## config.mk

```make
export PLATFORM = sky130hd
export DESIGN_NAME = edf_tick_scheduler
export DESIGN_NICKNAME = d
export VERILOG_FILES = /design/src/rtl/edf_pkg.sv /design/src/rtl/edf_tick_scheduler.sv /design/src/rtl/edf_sched_core.sv
export SDC_FILE = /design/constraint.sdc
export NUM_CORES = 2
export LEC_CHECK = 0
export BUFFER_PORTS_ARGS = -buffer_cell sky130_fd_sc_hd__buf_2
export CAP_MARGIN = 20
export CORE_UTILIZATION = 60
export CTS_CLUSTER_DIAMETER = 80
export CTS_CLUSTER_SIZE = 30
export DETAILED_ROUTE_END_ITERATION = 16
export PLACE_DENSITY = 0.79
export SLEW_MARGIN = 10
export SYNTH_ARGS = -nofsm -noshare
export SYNTH_HDL_FRONTEND = slang
export SYNTH_SLANG_ARGS = --single-unit
```

## constraint.sdc

```tcl
create_clock -name i_clk -period 7.6 [get_ports i_clk]
set_input_delay 1.9 -clock i_clk [delete_from_list [all_inputs] [get_ports i_clk]]
set_output_delay 1.9 -clock i_clk [all_outputs]
set_load 0.005 [all_outputs]
```

## src/rtl/edf_pkg.sv

```systemverilog
// Shared types and constants for the EDF tick scheduler.
// No dependencies; used by the scheduler core and the top level.
`timescale 1ns / 1ps

package edf_pkg;

    // Number of task slots held in the slot memory (2 .. 16)
    localparam int MAX_TASKS = 16;
    localparam int IDX_W     = $clog2(MAX_TASKS);
    localparam int CNT_W     = $clog2(MAX_TASKS + 1);

    // Fixed field widths of the stream items
    localparam int TASK_ID_W = 4;
    localparam int CFG_W     = 5;
    localparam int TIME_W    = 16;
    localparam int DL_W      = 32;

    // Action codes
    localparam logic ACT_LOAD = 1'b0;
    localparam logic ACT_TICK = 1'b1;

    // One slot of the task memory
    typedef struct packed {
        logic [TIME_W-1:0] exec_time;
        logic [TIME_W-1:0] period;
        logic [DL_W-1:0]   deadline;
        logic [TIME_W-1:0] work_left;
    } t_slot;

    // Input item as seen by the core
    typedef struct packed {
        logic                 action;
        logic [TASK_ID_W-1:0] task_index;
        logic [TIME_W-1:0]    exec_time;
        logic [TIME_W-1:0]    period;
    } t_req;

    // Result item from the core
    typedef struct packed {
        logic [TASK_ID_W-1:0] task_id;
        logic                 idle;
        logic                 job_done;
    } t_res;

    // Core sequencer states
    typedef enum logic [1:0] {
        S_IDLE,
        S_SCAN,
        S_LAST,
        S_UPD
    } t_state;

endpackage

```

## src/rtl/edf_tick_scheduler.sv

```systemverilog
// A load item (tuser 0) writes one task slot with its execution time and period; the
// deadline starts at the period. A tick item (tuser 1) runs the task with the earliest
// deadline that still has work, ties to the lower slot, and returns one result naming it
// or flagging idle. Task state lives in a one-port-read slot memory that a tick scans one
// slot per cycle (task_count saturated to the slot count; no scan when it is zero). Input is
// held off from a tick's transfer until its result enters the result register, and
// longer while that register stays full; a load gives no result.
// Top level of the EDF tick scheduler: config register, stream ports, result register.
// Depends on edf_pkg and edf_sched_core.
`timescale 1ns / 1ps

module edf_tick_scheduler (
    input  logic        i_clk,
    input  logic        i_rst_n,
    // Config: task_count
    input  logic        i_cfg_we,
    input  logic [4:0]  i_cfg_wdata,
    // Input stream
    input  logic        s_axis_tvalid,
    output logic        s_axis_tready,
    input  logic [39:0] s_axis_tdata,  // [3:0] task_index, [19:4] exec_time,
                                       // [35:20] period, [39:36] zero
    input  logic        s_axis_tuser,  // [0] action
    // Result stream
    output logic        m_axis_tvalid,
    input  logic        m_axis_tready,
    output logic [7:0]  m_axis_tdata,  // [3:0] task_id, [4] job_done, [7:5] zero
    output logic        m_axis_tuser   // [0] idle
);

    logic [edf_pkg::CFG_W-1:0] r_task_count;
    edf_pkg::t_req             w_req;
    edf_pkg::t_res             w_res;
    edf_pkg::t_res             r_out;
    logic                      r_out_valid;
    logic                      w_res_valid;
    logic                      w_res_ready;

    // Config register
    always_ff @(posedge i_clk) begin
        if (!i_rst_n) begin
            r_task_count <= edf_pkg::CFG_W'(1);
        end else if (i_cfg_we) begin
            r_task_count <= i_cfg_wdata;
        end
    end

    // Unpack the input transfer
    assign w_req.action     = s_axis_tuser;
    assign w_req.task_index = s_axis_tdata[3:0];
    assign w_req.exec_time  = s_axis_tdata[19:4];
    assign w_req.period     = s_axis_tdata[35:20];

    edf_sched_core u_core (
        .i_clk        (i_clk),
        .i_rst_n      (i_rst_n),
        .i_req_valid  (s_axis_tvalid),
        .o_req_ready  (s_axis_tready),
        .i_req        (w_req),
        .i_task_count (r_task_count),
        .o_res_valid  (w_res_valid),
        .i_res_ready  (w_res_ready),
        .o_res        (w_res)
    );

    // Result register: take a new result when empty or being drained
    assign w_res_ready = !r_out_valid || m_axis_tready;

    always_ff @(posedge i_clk) begin
        if (!i_rst_n) begin
            r_out_valid <= 1'b0;
        end else if (w_res_valid && w_res_ready) begin
            r_out_valid <= 1'b1;
        end else if (m_axis_tready) begin
            r_out_valid <= 1'b0;
        end
    end

    always_ff @(posedge i_clk) begin
        if (w_res_valid && w_res_ready) begin
            r_out <= w_res;
        end
    end

    // Pack the result transfer
    assign m_axis_tvalid = r_out_valid;
    assign m_axis_tdata  = {3'b000, r_out.job_done, r_out.task_id};
    assign m_axis_tuser  = r_out.idle;

endmodule

```

## src/rtl/edf_sched_core.sv

```systemverilog
// EDF scheduler core: slot memory, deadline scan and write-back sequencer.
// Depends on edf_pkg for types, widths and state codes.
`timescale 1ns / 1ps

module edf_sched_core (
    input  logic                       i_clk,
    input  logic                       i_rst_n,
    input  logic                       i_req_valid,
    output logic                       o_req_ready,
    input  edf_pkg::t_req              i_req,
    input  logic [edf_pkg::CFG_W-1:0]  i_task_count,
    output logic                       o_res_valid,
    input  logic                       i_res_ready,
    output edf_pkg::t_res              o_res
);

    // Slot memory, one synchronous read port and one write port
    edf_pkg::t_slot mem [edf_pkg::MAX_TASKS];
    edf_pkg::t_slot r_rd_data;

    edf_pkg::t_state r_state, n_state;

    logic [edf_pkg::IDX_W-1:0] r_addr;
    logic [edf_pkg::IDX_W-1:0] r_cmp_idx;
    logic                      r_cmp_valid;
    logic [edf_pkg::IDX_W-1:0] r_best_idx;
    edf_pkg::t_slot            r_best;
    logic                      r_found;

    logic [edf_pkg::CNT_W-1:0] w_limit;
    logic                      w_tick_go;
    logic                      w_load_go;
    logic                      w_load_ok;
    logic                      w_scan_end;
    logic                      w_better;
    logic                      w_we;
    logic [edf_pkg::IDX_W-1:0] w_waddr;
    edf_pkg::t_slot            w_wdata;
    edf_pkg::t_slot            w_upd;
    logic [edf_pkg::TIME_W-1:0] w_work_dec;
    logic                      w_done;

    // Saturate the slot count to the memory depth
    always_comb begin
        if (32'(i_task_count) > 32'(edf_pkg::MAX_TASKS)) begin
            w_limit = edf_pkg::CNT_W'(edf_pkg::MAX_TASKS);
        end else begin
            w_limit = edf_pkg::CNT_W'(i_task_count);
        end
    end

    assign w_tick_go  = (r_state == edf_pkg::S_IDLE) && i_req_valid
                        && (i_req.action == edf_pkg::ACT_TICK);
    assign w_load_go  = (r_state == edf_pkg::S_IDLE) && i_req_valid
                        && (i_req.action == edf_pkg::ACT_LOAD);
    assign w_load_ok  = 32'(i_req.task_index) < 32'(edf_pkg::MAX_TASKS);
    assign w_scan_end = edf_pkg::CNT_W'(r_addr) == (w_limit - edf_pkg::CNT_W'(1));

    // Candidate beats the best so far: has work and an earlier deadline
    assign w_better = r_cmp_valid && (r_rd_data.work_left != '0)
                      && (!r_found || (r_rd_data.deadline < r_best.deadline));

    // Retire one tick of work on the chosen slot
    assign w_work_dec = r_best.work_left - edf_pkg::TIME_W'(1);
    assign w_done     = (w_work_dec == '0);
    always_comb begin
        w_upd = r_best;
        if (w_done) begin
            w_upd.deadline  = r_best.deadline + edf_pkg::DL_W'(r_best.period);
            w_upd.work_left = r_best.exec_time;
        end else begin
            w_upd.work_left = w_work_dec;
        end
    end

    // Next state
    always_comb begin
        n_state = r_state;
        case (r_state)
            edf_pkg::S_IDLE: begin
                if (w_tick_go) begin
                    n_state = (w_limit == '0) ? edf_pkg::S_UPD : edf_pkg::S_SCAN;
                end
            end
            edf_pkg::S_SCAN: begin
                if (w_scan_end) begin
                    n_state = edf_pkg::S_LAST;
                end
            end
            edf_pkg::S_LAST: begin
                n_state = edf_pkg::S_UPD;
            end
            edf_pkg::S_UPD: begin
                if (i_res_ready) begin
                    n_state = edf_pkg::S_IDLE;
                end
            end
            default: begin
                n_state = edf_pkg::S_IDLE;
            end
        endcase
    end

    // Outputs and memory write port
    always_comb begin
        o_req_ready = 1'b0;
        o_res_valid = 1'b0;
        w_we        = 1'b0;
        w_waddr     = r_best_idx;
        w_wdata     = w_upd;
        case (r_state)
            edf_pkg::S_IDLE: begin
                o_req_ready = 1'b1;
                if (w_load_go && w_load_ok) begin
                    w_we    = 1'b1;
                    w_waddr = edf_pkg::IDX_W'(i_req.task_index);
                    w_wdata = '{exec_time: i_req.exec_time,
                                period:    i_req.period,
                                deadline:  edf_pkg::DL_W'(i_req.period),
                                work_left: i_req.exec_time};
                end
            end
            edf_pkg::S_UPD: begin
                o_res_valid = 1'b1;
                w_we        = r_found && i_res_ready;
            end
            default: begin
                o_req_ready = 1'b0;
            end
        endcase
    end

    // Result fields; idle ticks report zeros
    assign o_res.task_id  = r_found ? edf_pkg::TASK_ID_W'(r_best_idx) : '0;
    assign o_res.idle     = !r_found;
    assign o_res.job_done = r_found && w_done;

    // State register
    always_ff @(posedge i_clk) begin
        if (!i_rst_n) begin
            r_state <= edf_pkg::S_IDLE;
        end else begin
            r_state <= n_state;
        end
    end

    // Scan address and compare tracking
    always_ff @(posedge i_clk) begin
        if (!i_rst_n) begin
            r_addr      <= '0;
            r_cmp_valid <= 1'b0;
            r_found     <= 1'b0;
        end else begin
            r_cmp_valid <= (r_state == edf_pkg::S_SCAN);
            if (w_tick_go) begin
                r_addr  <= '0;
                r_found <= 1'b0;
            end else begin
                if (r_state == edf_pkg::S_SCAN) begin
                    r_addr <= r_addr + edf_pkg::IDX_W'(1);
                end
                if (w_better) begin
                    r_found <= 1'b1;
                end
            end
        end
    end

    // Hold the best candidate so the update needs no second read
    always_ff @(posedge i_clk) begin
        r_cmp_idx <= r_addr;
        if (w_better) begin
            r_best_idx <= r_cmp_idx;
            r_best     <= r_rd_data;
        end
    end

    // Memory read, registered
    always_ff @(posedge i_clk) begin
        r_rd_data <= mem[r_addr];
    end

    // Memory write
    always_ff @(posedge i_clk) begin
        if (w_we) begin
            mem[w_waddr] <= w_wdata;
        end
    end

endmodule

```

**Word level (Yosys, flattened, before mapping)**

Memory sizes are Yosys's and may differ from the RTL's. A register that Yosys moved wholly into a read port is not among the register bits.
Index checks and enable logic that the tools add are counted.

- Register bits after elaboration: 108
- Bits in latches: 0
- Bits in writable memories: 1280
- Memory bits (read-only): 0
- Input bits: 51
- Output and inout bits: 11
- Logic and storage cells: 70
- Memories: 1

- Add/sub/neg operators: 4
- Multiply operators: 0
- Divide/modulo/power cells: 0
- $lt $le $gt $ge: 2
- Equality and inequality tests: 7
- Shift-type cells: 0
- Multiplexer cells: 20
- Bitwise logic cells: 2
- Reduce and logical (&&, ||, !) cells: 19

Memory list:

| name | words | width | rd ports | clocked after Yosys merged registers in | wr ports | line | RTL |
|---|---|---|---|---|---|---|---|
| u_core.mem | 16 | 80 | 1 | 1 | 1 | edf_sched_core.sv:18 | `edf_pkg::t_slot mem [edf_pkg::MAX_TASKS];` |

Operators with widths:

| cell | number |
|---|---|
| $mux W80 | 2 |
| $add A32 B16 Y32 | 1 |
| $lt A32 B32 Y1 | 1 |
| $mux W32 | 1 |
| $logic_not A16 Y1 | 1 |
| $mux W16 | 1 |
| $reduce_bool A16 Y1 | 1 |
| $sub A16 B1 Y16 const B | 1 |
| $logic_and A1 B1 Y1 | 8 |
| $mux W2 | 4 |
| $mux W4 | 2 |
| $pmux W2 S4 | 1 |
| $mux W1 | 7 |
| $ne A2 B1 Y1 const B | 3 |
| $eq A4 B5 Y1 | 1 |
| $gt A5 B5 Y1 const B | 1 |
| $logic_not A5 Y1 | 1 |
| $mux W5 | 1 |
| $sub A5 B1 Y5 const B | 1 |
| $add A4 B1 Y4 const B | 1 |
| $eq A2 B2 Y1 const B | 2 |
| $reduce_and A3 Y1 | 1 |
| $eq A2 B1 Y1 const B | 1 |
| $logic_not A1 Y1 | 2 |
| 6 further kinds | 8 |

**Longest topological paths before layout**

- Depth after elaboration: 7
- Gate-level depth with buffers: 12

**By module**

From an unflattened synthesis, not the netlist that was laid out.

- Cell total of the unflattened synthesis: 2617
- Area, all modules: 56594.3 µm²

Modules (own cells, without submodules):

| module | instances | cells an instance | area each (µm²) |
|---|---|---|---|
| edf_sched_core | 1 | 2586 | 56146.3 |
| edf_tick_scheduler | 1 | 31 | 447.9 |

**Worst setup path before layout**

Ideal clock, no wire load.

- Path type: input to register
- Start: in s_axis_tvalid
- End: mem u_core.mem[12][0] (netlist bit), enable pin
- Data arrival time: 6.174 ns
- Required time: 7.081 ns
- Path slack: 0.907 ns
- Stages on the path: 8
- Path buffers: 1
- Path through: nand2_1 or2_2 clkbuf_1 nor2_1 a41oi_1 nor2_1 nand2_1 nor2_1

- Longest elaborated chain between the ends: 6

RTL lines:

| item | line | RTL |
|---|---|---|
| start: declaration | edf_tick_scheduler.sv:19 | `input logic s_axis_tvalid,` |
| $logic_and A1 B1 Y1 (*) | edf_sched_core.sv:54 | `assign w_load_go = (r_state == edf_pkg::S_IDLE) && i_req_valid` |
| $logic_and A1 B1 Y1 (*) | edf_sched_core.sv:55 | `&& (i_req.action == edf_pkg::ACT_LOAD);` |
| $mux W1 | edf_sched_core.sv:114 | `if (w_load_go && w_load_ok) begin` |
| $pmux W1 S2 | edf_sched_core.sv:111 | `case (r_state)` |
| $mux W1 | edf_sched_core.sv:185 | `if (w_we) begin` |
| $mux W1 (implied by the code) | edf_sched_core.sv:186 | `mem[w_waddr] <= w_wdata;` |
| end: declaration | edf_sched_core.sv:18 |  |

Every way passes the cells marked *; elsewhere a longest branch is shown, timed or not.

==> results.tsv <==
metric	value	unit
mostFrequentLayoutCell	edfxtp_1	
netlist_area	0.0566	mm²
finalHoldViolations	0	
clock_tree.root_cell	clkbuf_16	
grt_setup_unrepaired	no	
drtIter0Drc	3986	
n_fill_cell	5866	
drt-wirelength-per-cell	29.7	µm
fmax	0.202	GHz
cp_cell_sequence	inv_1, ha_1, or4b_1, or3b_1, a211oi_1, a31oi_1, or3_1, buf_4, or4_1, a21oi_1	
crit_path_max_incr_delay	0.80	ns
clock_latency	0.69	ns
fp.dieW	309	µm
synth_edf_count	1370	
dp_hpwl	61600	µm
grt_overflow	0	
cts_setup_buffers	0	
skew	0.0458	ns
min_period_over_period	65.3	%
setup_viol_count_final	0	
cts_tree	built	
fin_setup_tns	0	ns
grt_max_degree	143	
drt_drc_violations_left	0	
multi_input_area	0.0130	mm²
timing.rr.start	u_core.r_best[0]	
synthCells	2643	
vias_per_cell	6.72	
fin_crit	4.96	ns
port_buffers	54	
crit_slowest_cell	a21oi_1	
reg2reg_to	u_core.mem[4][33]	
core	0.0933	mm²
ir_worst_vdd	188	µV
placed_area	0.0588	mm²
reg2reg_depth	10	
worstHoldStart	u_core.r_rd_data[53]	
finalNetCount	2813	
path_class	flip-flop to flip-flop	
async_flop_share	0	%
cp-start-kind	flip-flop	
initial_core_util	60.7	%
critPathMaxFanout	16	
crit_required	7.93	ns
drt-total-wl	119000	µm
worstHoldPathCells	0	
drt_pass1_iterations	5	
ys_types	66	
p_per_area	273	mW/mm²
yosys_most_used_dff	edfxtp_1	
final_area	0.0606	mm²
drv_slew	0	
die_area	0.0956	mm²
grt_pass1_wl	177000	µm
cts_made_buffers	57	
leakage	18.7	nW
antenna_found_initial	0	
cp-end-kind	flip-flop	
drive_above_1_share	22.7	%
postRouteAntennaNets	0	
finalWeightedCongestion	0.874	
tightest_slew	1.17	ns
rows	112	
gr-usage-all-layers	25.5	%
clockBufferDepth	3	
max_cap_viol_count	0	
status	finished clean	
htree_levels	2	
holdPathEnd	u_core.r_best[53]	
synth-seq-cells	1468	
yosysSeqAreaShare	76.1	%
crit_arrival	5.29	ns
seqCellArea	0.0431	mm²
area_growth	7.08	%
cts_resized	0	
cp-startpoint	u_core.r_best[0]	
yosysWarnings	0	
grt_pass1_vias	27300	
slew-limit-headroom	21.6	%
cts_sinks	1468	
avgSynthCellArea	21.4	µm²
mostFrequentLayoutCells	1370 x edfxtp_1, 400 x mux4_2, 164 x nand2_1	
path_clk_slew	0.12	ns
io_pins	62	
hold_class	flip-flop to flip-flop	
cts_hold_buf	0	
rrSetupSlack	2.64	ns
vias	27000	
die_y	309	µm
cell families (layout without fill, tap and decap cells):
kind of cell,Yosys count,after routing,share of synthesized area (%)
flops,1468,1468,76.1
mux,429,429,16.4
simple gates,335,335,2.75
buf+inv,168,276,1.17
compound gates,155,155,1.74
fa+ha+maj,57,57,1.27
xor+xnor,30,30,0.491
other cells,1,5,0.00662
stage by stage:
step	instances	utilization, %	total power, mW	hold WS (ns)	setup slack, ns
2_1_floorplan	2645	-	12.0	0.329	0.907
3_3_place_gp	3884	62.9	12.7	0.387	2.37
3_5_place_dp	3888	63.0	12.8	0.390	2.29
4_1_cts	3995	64.8	16.6	0.398	2.34
5_1_grt	4007	64.9	17.1	0.417	2.36
6_report	4009	64.9	16.5	0.410	2.64
per-layer routing:
metal	global-route usage (%)	vias to the layer above	share of wire [%]
met4	5.85	0	2.1
met3	3.01	178	8.4
met2	41.6	1448	50
met5	0	-	0
li1	-	11000	-
met1	37.7	14300	40
sequential cells by signal, indices dropped and copies added (netlist names):
signal	count
u_core.mem	1280
u_core.r_best	80
u_core.r_rd_data	80
m_axis_tdata	5
r_task_count	5
u_core.r_addr	4
u_core.r_best_idx	4
u_core.r_cmp_idx	4
u_core.r_state	2
m_axis_tuser	1
m_axis_tvalid	1
u_core.r_cmp_valid	1
u_core.r_found	1
critical path: cells and delay by family, from the launching register on:
| family | cells | cell delay [ns] |
|---|---|---|
| simple gates | 4 | 2.24 |
| compound gates | 3 | 1.20 |
| flops | 1 | 0.46 |
| fa+ha+maj | 1 | 0.20 |
| buf+inv | 2 | 0.50 |
power by group:
part	leakage, nW	switching [mW]	internal (mW)
Sequential	13.2	0.207	9.68
Clock	0.823	2.33	1.51
Combinational	4.65	1.61	1.19
Total	18.7	4.15	12.4
worst max-delay path by stage:
stage	end	slack (ns)	cells past startpoint
2_1_floorplan	u_core.mem[12][0]	0.91	8
3_3_place_gp	u_core.mem[12][69]	2.37	8
3_5_place_dp	u_core.mem[1][61]	2.29	8
4_1_cts	u_core.mem[0][16]	2.34	10
5_1_grt	u_core.mem[4][33]	2.36	10
6_report	u_core.mem[4][33]	2.64	10
cell type report:
cell class                      count  share of cell area (%)
Inverter                           46                   0.285
Tap cell                         1254                    2.59
Antenna cell                        2                 0.00826
Timing Repair Buffer              123                    1.63
Sequential cell                  1468                    71.1
Clock buffer                       98                    2.68
Multi-Input combinational cell   1009                    21.5
Clock inverter                      9                   0.202
Yosys cell counts, types with 12 or more instances:
library cell  instances  share of area, %
clkbuf_1             83              0.55
nand2_1             164               1.1
mux4_2              400                16
ha_1                 56               1.2
xnor2_1              17              0.26
buf_1                31              0.21
xor2_1               12              0.19
nor4_1               13              0.14
edfxtp_1           1370                73
a21oi_1              47              0.42
mux2i_1              29              0.51
nor3_1               19              0.17
a21o_1               12              0.16
nand3_1              12              0.11
dfxtp_1              98               3.5
o21ai_0              29              0.26
a31oi_1              14              0.15
inv_1                46              0.31
nor2_1               61              0.40
Power figures use the tool's default switching activity.
